[config.mk]
export PLATFORM = sky130hd
export DESIGN_NAME = ffa_free_enc
export DESIGN_NICKNAME = d
export VERILOG_FILES = /design/src/hdl/ffa_pkg.sv /design/src/hdl/ffa_free_enc.sv
export SDC_FILE = /design/constraint.sdc
export NUM_CORES = 1
export LEC_CHECK = 0
export BUFFER_PORTS_ARGS = -buffer_cell sky130_fd_sc_hd__buf_4
export CELL_PAD_IN_SITES_DETAIL_PLACEMENT = 0
export CELL_PAD_IN_SITES_GLOBAL_PLACEMENT = 1
export CORE_MARGIN = 8
export CORE_UTILIZATION = 34
export DETAILED_ROUTE_END_ITERATION = 8
export PLACE_DENSITY = 0.88
export RECOVER_POWER = 25
export SLEW_MARGIN = 15
export SYNTH_ARGS = -nofsm -noshare
export SYNTH_HDL_FRONTEND = slang
export SYNTH_SLANG_ARGS = --single-unit
[constraint.sdc]
create_clock -name vclk -period 2.55
set_input_delay 0.1275 -clock vclk [all_inputs]
set_output_delay 0.1275 -clock vclk [all_outputs]
set_load 0.03 [all_outputs]
[src/hdl/ffa_pkg.sv]
// shared types, widths and codes for the first-fit slot allocator
// no dependencies; imported by every other file of the block except ffa_map_ram
`default_nettype none

package ffa_pkg;

  localparam int VREG_W   = 10;
  localparam int SLOT_W   = 6;
  localparam int STATUS_W = 2;
  localparam int ACT_W    = 7;

  localparam int NUM_SLOTS_DEF = 64;
  localparam int NUM_VREGS_DEF = 1024;

  localparam logic [ACT_W-1:0] ACTIVE_RESET = ACT_W'(64);

  // fixed-point shift of the reciprocal used to fold vreg into the map depth
  localparam int FOLD_SHIFT = 20;
  localparam int RECIP_W    = 17;

  typedef enum logic {
    REQ_BIRTH = 1'b0,
    REQ_DEATH = 1'b1
  } req_type_e;

  typedef enum logic [STATUS_W-1:0] {
    STAT_OK       = 2'd0,
    STAT_MAPPED   = 2'd1,
    STAT_UNMAPPED = 2'd2,
    STAT_FULL     = 2'd3
  } status_e;

  typedef enum logic [2:0] {
    S_CLEAR,
    S_IDLE,
    S_FOLD,
    S_LOOKUP,
    S_DECIDE
  } state_e;

  typedef struct packed {
    logic              found;
    logic [SLOT_W-1:0] slot;
  } pick_t;

endpackage

`default_nettype wire

[src/hdl/ffa_free_enc.sv]
// lowest free slot below the active limit, from the busy bitmap
// depends on ffa_pkg for pick_t and widths
`default_nettype none

module ffa_free_enc #(
  parameter int NUM_SLOTS = ffa_pkg::NUM_SLOTS_DEF
) (
  input  wire logic [NUM_SLOTS-1:0]     busy_i,
  input  wire logic [ffa_pkg::ACT_W-1:0] limit_i,
  output ffa_pkg::pick_t                pick_o
);
  import ffa_pkg::*;

  logic [NUM_SLOTS-1:0] free;
  logic [NUM_SLOTS-1:0] lowest;
  logic [SLOT_W-1:0]    enc;

  always_comb begin
    for (int i = 0; i < NUM_SLOTS; i++) begin
      free[i] = !busy_i[i] && (ACT_W'(i) < limit_i);
    end
  end

  // isolate the lowest set bit, then or-encode the one-hot vector
  assign lowest = free & (~free + NUM_SLOTS'(1));

  always_comb begin
    enc = '0;
    for (int i = 0; i < NUM_SLOTS; i++) begin
      if (lowest[i]) begin
        enc = enc | SLOT_W'(i);
      end
    end
  end

  assign pick_o.found = |free;
  assign pick_o.slot  = enc;

endmodule

`default_nettype wire

==> run_results.csv, run 1 <==
group,metric,value,unit
global_routing,overflow,0,
placement,place_congestion,1.06,
drt,wirelength,17000,um
run_status,violations,"setup timing",
floorplan,core_area,0.00761,mm^2
drt,drc,0,
floorplan,io_pins,78,
cells_and_area,area_growth_syn_to_layout,99.6,%
power_and_ir_drop,swShare,51.1,%
power_and_ir_drop,p_int,397,uW
critical_path,start_kind,"input pin",
floorplan,fp.dieW,104,um
synthesis,syn_nets,487,
power_and_ir_drop,finalPower,812,uW
synthesis,netlist_instances,416,
sta,setup_viol,7,
sta,slew_headroom,56.1,%
cells_and_area,clock_buffers,0,
synthesis,synth_xor_area_share,0,%
drt,vias_per_cell,6.62,
drt,wl_per_cell,22.4,um
floorplan,rows,32,
synthesis,synth_simple_gate_area_share,47.3,%
drt,vias,5009,
cells_and_area,fin_nets,728,
worst_hold_path,hp-class,"in -> out",
synthesis,synth_top_family_by_area,"simple AND/OR/NAND/NOR gates",
critical_path,critPathTopFamily,"compound AO/OA/AOI/OAI gates",
cells_and_area,drive_gt1_share,54.7,%
power_and_ir_drop,pwr-share-comb,100.0,%
run_status,outcome,"complete, but fails checks",
sta,fin_ws,-0.393,ns
critical_path,cp_cell_sequence,"buf_4, o21ai_0, o21ai_0, buf_4, a2111oi_4, nand2_2, nor4_4, buf_6, nand4_1, o31ai_4, a211oi_2, nand4_1, buf_6",
sta,hold_violations,0,
synthesis,yosys-mux-area-fraction,0,%
floorplan,initial_core_util,34.5,%
placement,pre_cts_ws,-0.354,ns
global_routing,antenna_found_initial,0,
power_and_ir_drop,p_seq_share,0,%
power_and_ir_drop,p_sw,415,uW
critical_path,path_class,"in -> out",
synthesis,ys_types,73,
synthesis,synth_compound_area_share,44.7,%
synthesis,ys_seq_area_share,0,%
global_routing,grt_max_degree,18,
global_routing,grt_use_total,27.4,%
synthesis,synth_fa_ha_area_share,0,%
sta,fin_crit_sh,115,%
synthesis,yosysMostFrequentCell,"a21oi_1",
cts,cts_hold_buf,0,
sta,final_max_slew_viol_count,0,
critical_path,arrival,2.82,ns
drt,drt-initial-drc-count,619,
drt,dr.pass1.iters,7,
sta,fin_hold_ws,0.787,ns
synthesis,ys_top_cells_by_area,"a21oi_1, a211oi_1, nand2_1",
critical_path,crit_path_max_incr_delay,0.37,ns
synthesis,syn-cell-area,0.00263,mm^2
critical_path,cp_max_fo,7,
synthesis,yosysTopAreaCellShare,9.15,%
sta,min_period,2.94,ns
drt,ant_nets,0,
sta,tns,-2.06,ns
floorplan,die_area,0.0108,mm^2
placement,numPortBuffers,78,
sta,max_clock_freq,0.340,GHz
critical_path,end_kind,"primary output",
critical_path,crit_slowest_cell,"a2111oi_4",
cells_and_area,final_core_util,68.9,%
critical_path,path_buf_inv,4,
run,cap_violations,0,
cells_and_area,num_antenna_cells,0,
synthesis,syn_area_per_cell,6.31,um^2
cells_and_area,seq_area,0,um^2
power_and_ir_drop,powerDensity,155,mW/mm^2
synthesis,yosys-top-cells-count,"a21oi_1, nand2_1, nor2_1",
cells_and_area,nFlopsAndLatches,0,
global_routing,grt_pass1_wl,24900,um
placement,hpwlAfterDp,11700,um
synthesis,synth_top_cell_by_area,"a21oi_1",
synthesis,ys_warn_count,0,
sta,tightest_slew,0.653,ns
power_and_ir_drop,clockPowerShare,0,%
global_routing,grt_pass1_vias,5009,
floorplan,die_h,104,um
sta,rsz0062_at_grt,"yes",
power_and_ir_drop,p_leak,0.00225,uW
critical_path,required,2.42,ns
power_and_ir_drop,peakVddDrop,0.000106,V
placed cells by master, fill, tap and decap left out, drive strengths merged, types with 4 or more instances in the layout:
cell / instances
a2111oi: 4
or3: 5
nand3: 23
a211o: 4
buf: 261
nand2: 49
and3: 4
o21ai: 32
nor4: 12
nand4: 17
nor2b: 7
inv: 10
nand2b: 9
nor2: 39
a31oi: 10
o22ai: 4
o211ai: 7
a21oi: 51
a211oi: 23
nor3: 23
nor4b: 5
a21o: 5
through the flow:
stage / area [um^2] / cells
floorplan: 2750 / 416
global placement: 4400 / 717
detailed placement: 4400 / 717
CTS: 5010 / 745
global route: 5240 / 757
finish: 5240 / 757
final timing paths:
path              slack [ns]       start   endpoint  cells after the start
hold / removal          0.79  busy_i[63]  pick_o[6]                      5
setup / recovery       -0.39  limit_i[0]  pick_o[5]                     13
cell type report:
cell class | instances | area (um^2)
inverter | 10 | 37.5
timing repair buffer | 263 | 2220
tap | 102 | 128
multi-input combinational | 382 | 2850
fill | 580 | 2370
power groups by stage:
stage | Sequential (uW) | Clock, uW | Combinational (uW)
CTS | 0 | 0 | 728
floorplan | 0 | 0 | 302
finish | 0 | 0 | 812
global route | 0 | 0 | 846
detailed placement | 0 | 0 | 649
global placement | 0 | 0 | 635
per-layer routing:
metal	up-vias	track usage (%)	share of wire, %
li1	2127	-	-
met1	2243	30.3	35
met2	485	45.2	46
met3	154	7.13	12
met4	0	18.2	7.6
met5	-	0	0
timing repair:
action,in CTS,in global routing
setup buffers,28,10
endpoints found under the setup margin,7,7
resized for setup,79,24
pin swaps,41,15
gates cloned,1,2
kinds of logic after synthesis:
logic type / after synthesis
simple gates: 209
compound gates: 173
buf+inv: 34
(Power assumes the default switching activity.)
==> run 2, diff against run 1 <==
- CELL_PAD_IN_SITES_DETAIL_PLACEMENT: 0 -> 2
- CELL_PAD_IN_SITES_GLOBAL_PLACEMENT: 1 -> 2
- CORE_UTILIZATION: 34 -> 26
==> run_results.csv, run 2 <==
group,metric,value,unit
synthesis,synth_top_cell_by_area,"a21oi_1",
sta,worstEndpointGrtRepair,"pick_o[5]",
cts,cts_hold_buf,0,
synthesis,syn_area_per_cell,6.31,um^2
global_routing,grt_max_degree,14,
floorplan,initial_core_util,26.9,%
floorplan,io_pins,78,
synthesis,ys_warn_count,0,
placement,numPortBuffers,78,
synthesis,ys_seq_area_share,0,%
placement,pre_cts_ws,-0.560,ns
run_status,tool.error,"[ERROR DPL-0033] detailed placement checks failed during check placement.",
placement,place_congestion,1.02,
synthesis,yosys-top-cells-count,"a21oi_1, nand2_1, nor2_1",
synthesis,ys_types,73,
run_status,outcome,"stopped before the end",
global_routing,antenna_found_initial,2,
floorplan,rows,36,
synthesis,syn-cell-area,0.00263,mm^2
run_status,stop_stage,"global routing",
synthesis,ys_top_cells_by_area,"a21oi_1, a211oi_1, nand2_1",
placement,hpwlAfterDp,17900,um
sta,worst_path_end_type,"top-level output",
floorplan,die_h,116,um
floorplan,fp.dieW,116,um
synthesis,yosysTopAreaCellShare,9.15,%
synthesis,yosysMostFrequentCell,"a21oi_1",
synthesis,netlist_instances,416,
synthesis,syn_nets,487,
==> run 2: cell counts after synthesis <==
Identical to the previous run, type by type.
==> run 2: cells by family after synthesis <==
kind of cell / share of synthesized area, %
AND/OR/NAND/NOR: 47.3
buffers and inverters: 7.96
AO/OA/AOI/OAI: 44.7
==> run 2: timing repair <==
action	CTS
setup endpoints to repair	7
pin swaps	22
setup buffers	18
gates resized for setup	72
cloned	2
==> run 2: stage by stage <==
stage               instance area [um^2]  setup TNS [ns]  instances
floorplan                           2750         -0.0601        416
global placement                    4420           -2.07        749
detailed placement                  4420           -3.37        749
CTS                                 4930           -1.65        769
==> run 3, diff against run 2 <==
- CELL_PAD_IN_SITES_DETAIL_PLACEMENT: 2 -> unset
- CELL_PAD_IN_SITES_GLOBAL_PLACEMENT: 2 -> unset
- CORE_UTILIZATION: 26 -> 27
- PLACE_DENSITY: 0.88 -> unset
- PLACE_DENSITY_LB_ADDON: unset -> 0.15
- clock period: 2.55 -> 3.3 ns (I/O delays scaled with it)
==> run_results.csv, run 3 (synthesized netlist as in run 1, its figures left out) <==
group,metric,value,unit
run_status,outcome,"complete, no violations",
cells_and_area,fillerInstances,1059,
cells_and_area,fin_nets,586,
critical_path,cp_cell_sequence,"buf_4, nor3_2, buf_4, a211oi_1, a31oi_1, nand3_2, or3_4, a2111o_1, nand2_1, a211oi_1, nand4_1, buf_4",
power_and_ir_drop,powerDensity,115,mW/mm^2
critical_path,start_kind,"input pin",
floorplan,io_pins,78,
sta,tightest_slew,0.578,ns
drt,drc,0,
drt,dr.pass1.iters,5,
sta,fin_crit_sh,96.8,%
sta,setup_viol,0,
global_routing,grt_max_degree,26,
power_and_ir_drop,finalPower,410,uW
critical_path,end_kind,"primary output",
critical_path,cp_common_cell,"buf_4",
run,cap_violations,0,
cells_and_area,num_antenna_cells,0,
cells_and_area,final_core_util,37.3,%
critical_path,cp_max_fo,17,
drt,vias_per_cell,6.17,
floorplan,die_h,115,um
drt,routed.top_layer,"met4",
floorplan,initial_core_util,27.4,%
cells_and_area,final_common_cell,"buf_4",
cells_and_area,nFlopsAndLatches,0,
cells_and_area,clock_buffers,0,
sta,min_period,3.19,ns
drt,wl_met2,6680,um
placement,hpwlAfterDp,11600,um
drt,wirelength,14000,um
placement,place_congestion,0.991,
placement,numPortBuffers,78,
global_routing,grt_use_total,20.3,%
floorplan,rows,36,
sta,hold_violations,0,
drt,drt-initial-drc-count,318,
global_routing,antenna_found_initial,0,
global_routing,overflow,0,
power_and_ir_drop,p_leak,0.00138,uW
cts,cts_hold_buf,0,
cells_and_area,multi_input_area,0.00244,mm^2
sta,tns,0,ns
cells_and_area,final_area,0.00358,mm^2
drt,ant_nets,0,
drt,wl_met1,5950,um
critical_path,required,3.13,ns
drt,vias,3986,
drt,wl_per_cell,21.6,um
global_routing,grt_pass1_vias,3812,
critical_path,crit_slowest_cell,"nor3_2",
drt,wl_met3,964,um
sta,fin_hold_ws,0.850,ns
sta,rsz0062_at_grt,"no",
critical_path,arrival,3.03,ns
cells_and_area,seq_area,0,um^2
power_and_ir_drop,peakVddDrop,0.0000594,V
sta,max_clock_freq,0.313,GHz
cells_and_area,drive_gt1_share,31.0,%
floorplan,fp.dieW,115,um
sta,slew_headroom,61.2,%
global_routing,grt_pass1_wl,21100,um
floorplan,die_area,0.0131,mm^2
cells_and_area,area_growth_syn_to_layout,36.3,%
critical_path,crit_path_max_incr_delay,0.45,ns
floorplan,core_area,0.00959,mm^2
cells_and_area,mostFrequentLayoutCells,"buf_4, a21oi_1, nand2_1, nor2_1, o21ai_0",
worst_hold_path,hp-class,"in -> out",
placement,place_area,0.00355,mm^2
critical_path,path_class,"in -> out",
sta,final_max_slew_viol_count,0,
run 3: layout make-up:
class | count | area share [%]
inverter | 10 | 1.05
multi-input combinational | 382 | 68.2
tap | 133 | 4.65
timing repair buffer | 121 | 26.1
run 3: worst max-delay path: cells and delay by family:
| kind | cells | cell delay, ns |
|---|---|---|
| simple gates | 5 | 1.33 |
| compound gates | 4 | 0.94 |
| buf+inv | 3 | 0.60 |
run 3: power by group:
group | internal [uW] | leakage [uW] | switching, uW | total, uW
clock | 0 | 0 | 0 | 0
combinational | 169 | 0.00138 | 241 | 410
sequential | 0 | 0 | 0 | 0
total | 169 | 0.00138 | 241 | 410
run 3: what timing repair did:
item,4_1_cts,5_1_grt
gates resized for setup,0,4
buffers inserted,0,0
endpoints found under the setup margin,0,6
run 3: path summary, 6_finish.rpt:
check | from | endpoint | slack, ns | cells past startpoint
setup / recovery | limit_i[2] | pick_o[4] | 0.11 | 12
hold / removal | busy_i[63] | pick_o[6] | 0.85 | 5
run 3: layer usage:
layer  up-vias  GRT usage [%]
li1       1848              -
met1      1886           25.6
met2       222           35.3
met3        30           2.22
met4         0           5.68
met5         -              0
run 3: stage by stage:
stage,worst slack [ns],std cells
floorplan,0.535,416
detailed placement,0.0926,646
global route,0.00293,646
finish,0.105,646
CTS,0.0842,646
global placement,0.0710,646
==> run 4, diff against run 3 <==
- SETUP_SLACK_MARGIN: unset -> 0.15
==> run_results.csv, run 4 (synthesized netlist as in run 1, its figures left out) <==
group,metric,value,unit
run_status,outcome,"complete, no violations",
critical_path,end_kind,"primary output",
floorplan,io_pins,78,
drt,wl_per_cell,21.5,um
sta,rsz0062_at_grt,"yes",
sta,tightest_slew,0.528,ns
power_and_ir_drop,p_leak,0.00141,uW
global_routing,overflow,0,
worst_hold_path,hold_depth,5,
run,cap_violations,0,
sta,min_period,3.04,ns
global_routing,grt_busiest_layer,"met2",
global_routing,use_met3,2.22,%
floorplan,fp.dieW,115,um
cells_and_area,fin_nets,590,
worst_hold_path,worstHoldStart,"busy_i[63]",
drt,wirelength,14000,um
critical_path,cp_max_fo,22,
drt,vias_per_cell,6.11,
cells_and_area,num_antenna_cells,0,
floorplan,die_h,115,um
power_and_ir_drop,pwr-share-comb,100.0,%
sta,max_clock_freq,0.329,GHz
sta,tns,0,ns
cells_and_area,final_core_util,38.7,%
cells_and_area,final_common_cell,"buf_4",
global_routing,grt_use_total,20.3,%
drt,drt-initial-drc-count,374,
sta,fin_crit_sh,92.1,%
drt,drc,0,
power_and_ir_drop,powerDensity,114,mW/mm^2
cells_and_area,nFlopsAndLatches,0,
global_routing,antenna_found_initial,0,
power_and_ir_drop,p_seq_share,0,%
placement,hpwlAfterDp,11600,um
placement,place_congestion,0.991,
global_routing,grt_max_degree,26,
cells_and_area,mostFrequentLayoutCells,"buf_4, nand2_1, a21oi_1, nor2_1, o21ai_0",
global_routing,grt_pass1_vias,3809,
floorplan,initial_core_util,27.4,%
floorplan,die_area,0.0131,mm^2
power_and_ir_drop,p_sw,249,uW
global_routing,met1_usage,25.6,%
floorplan,rows,36,
critical_path,start_kind,"input pin",
global_routing,gr-usage-met2,35.6,%
critical_path,path_class,"in -> out",
cells_and_area,area_growth_syn_to_layout,41.3,%
cells_and_area,drive_gt1_share,35.0,%
drt,dr.pass1.iters,5,
cells_and_area,seq_area,0,um^2
sta,setup_viol,0,
sta,hold_violations,0,
placement,numPortBuffers,78,
global_routing,grt_pass1_wl,21100,um
drt,ant_nets,0,
drt,vias,3974,
power_and_ir_drop,clockPowerShare,0,%
floorplan,core_area,0.00959,mm^2
power_and_ir_drop,swShare,58.7,%
critical_path,arrival,2.88,ns
sta,slew_headroom,63.9,%
power_and_ir_drop,p_int,175,uW
sta,final_max_slew_viol_count,0,
cells_and_area,clock_buffers,0,
worst_hold_path,min_to,"pick_o[6]",
power_and_ir_drop,peakVddDrop,0.0000607,V
worst_hold_path,hp-class,"in -> out",
critical_path,required,3.13,ns
cells_and_area,fillerInstances,1062,
## run 4: worst max-delay path by stage
| stage | slack, ns | from | end |
|---|---|---|---|
| finish | 0.26 | limit_i[4] | pick_o[4] |
| global route | 0.12 | limit_i[6] | pick_o[4] |
| CTS | 0.15 | limit_i[2] | pick_o[4] |
| detailed placement | 0.09 | limit_i[4] | pick_o[4] |
| global placement | 0.07 | limit_i[4] | pick_o[4] |
| floorplan | 0.53 | limit_i[0] | pick_o[4] |
## run 4: routing by layer
metal | vias up | routed length [um]
met4 | 0 | 306
met3 | 28 | 1060
li1 | 1857 | -
met2 | 217 | 6780
met5 | - | 0
met1 | 1872 | 5840
## run 4: cell type report
| cell class | instances | area (um^2) | share of cell area [%] |
|---|---|---|---|
| Inverter | 10 | 37.5 | 1.01 |
| Tap cell | 133 | 166 | 4.49 |
| Multi-Input combinational cell | 382 | 2540 | 68.4 |
| Timing Repair Buffer | 125 | 967 | 26.1 |
## run 4: repair_timing
| action | in CTS | in global routing |
|---|---|---|
| endpoints found under the hold margin | 0 | 0 |
| setup buffers | 0 | 4 |
| hold buffers | 0 | 0 |
| resized for setup | 1 | 25 |
| endpoints found under the setup margin | 3 | 6 |
| pin swaps | 3 | 5 |
## run 4: worst max-delay path, cell delays in order
cell and delay (ns):
buf_4 0.26, buf_4 0.21, nand2_1 0.19, o32ai_2 0.33, a2111oi_1 0.09, buf_4 0.17
nand2_1 0.20, nor4_4 0.06, buf_12 0.15, nand2_2 0.20, o21ai_2 0.12, nor3_1 0.34
nand4_1 0.16, buf_4 0.20
## run 4: stage by stage
stage | std cells | cell area (um^2) | hold slack [ns] | power, uW | setup slack, ns
finish | 650 | 3710 | 0.853 | 424 | 0.260
global placement | 646 | 3550 | 0.855 | 402 | 0.0710
detailed placement | 646 | 3550 | 0.850 | 399 | 0.0926
global route | 650 | 3710 | 0.866 | 455 | 0.124
floorplan | 416 | 2630 | 0.678 | 216 | 0.535
CTS | 646 | 3560 | 0.851 | 401 | 0.151
## run 4: power by group through the flow
stage | logic [uW] | registers [uW] | clock network [uW]
floorplan | 216 | 0 | 0
global placement | 402 | 0 | 0
detailed placement | 399 | 0 | 0
CTS | 401 | 0 | 0
global route | 455 | 0 | 0
finish | 424 | 0 | 0
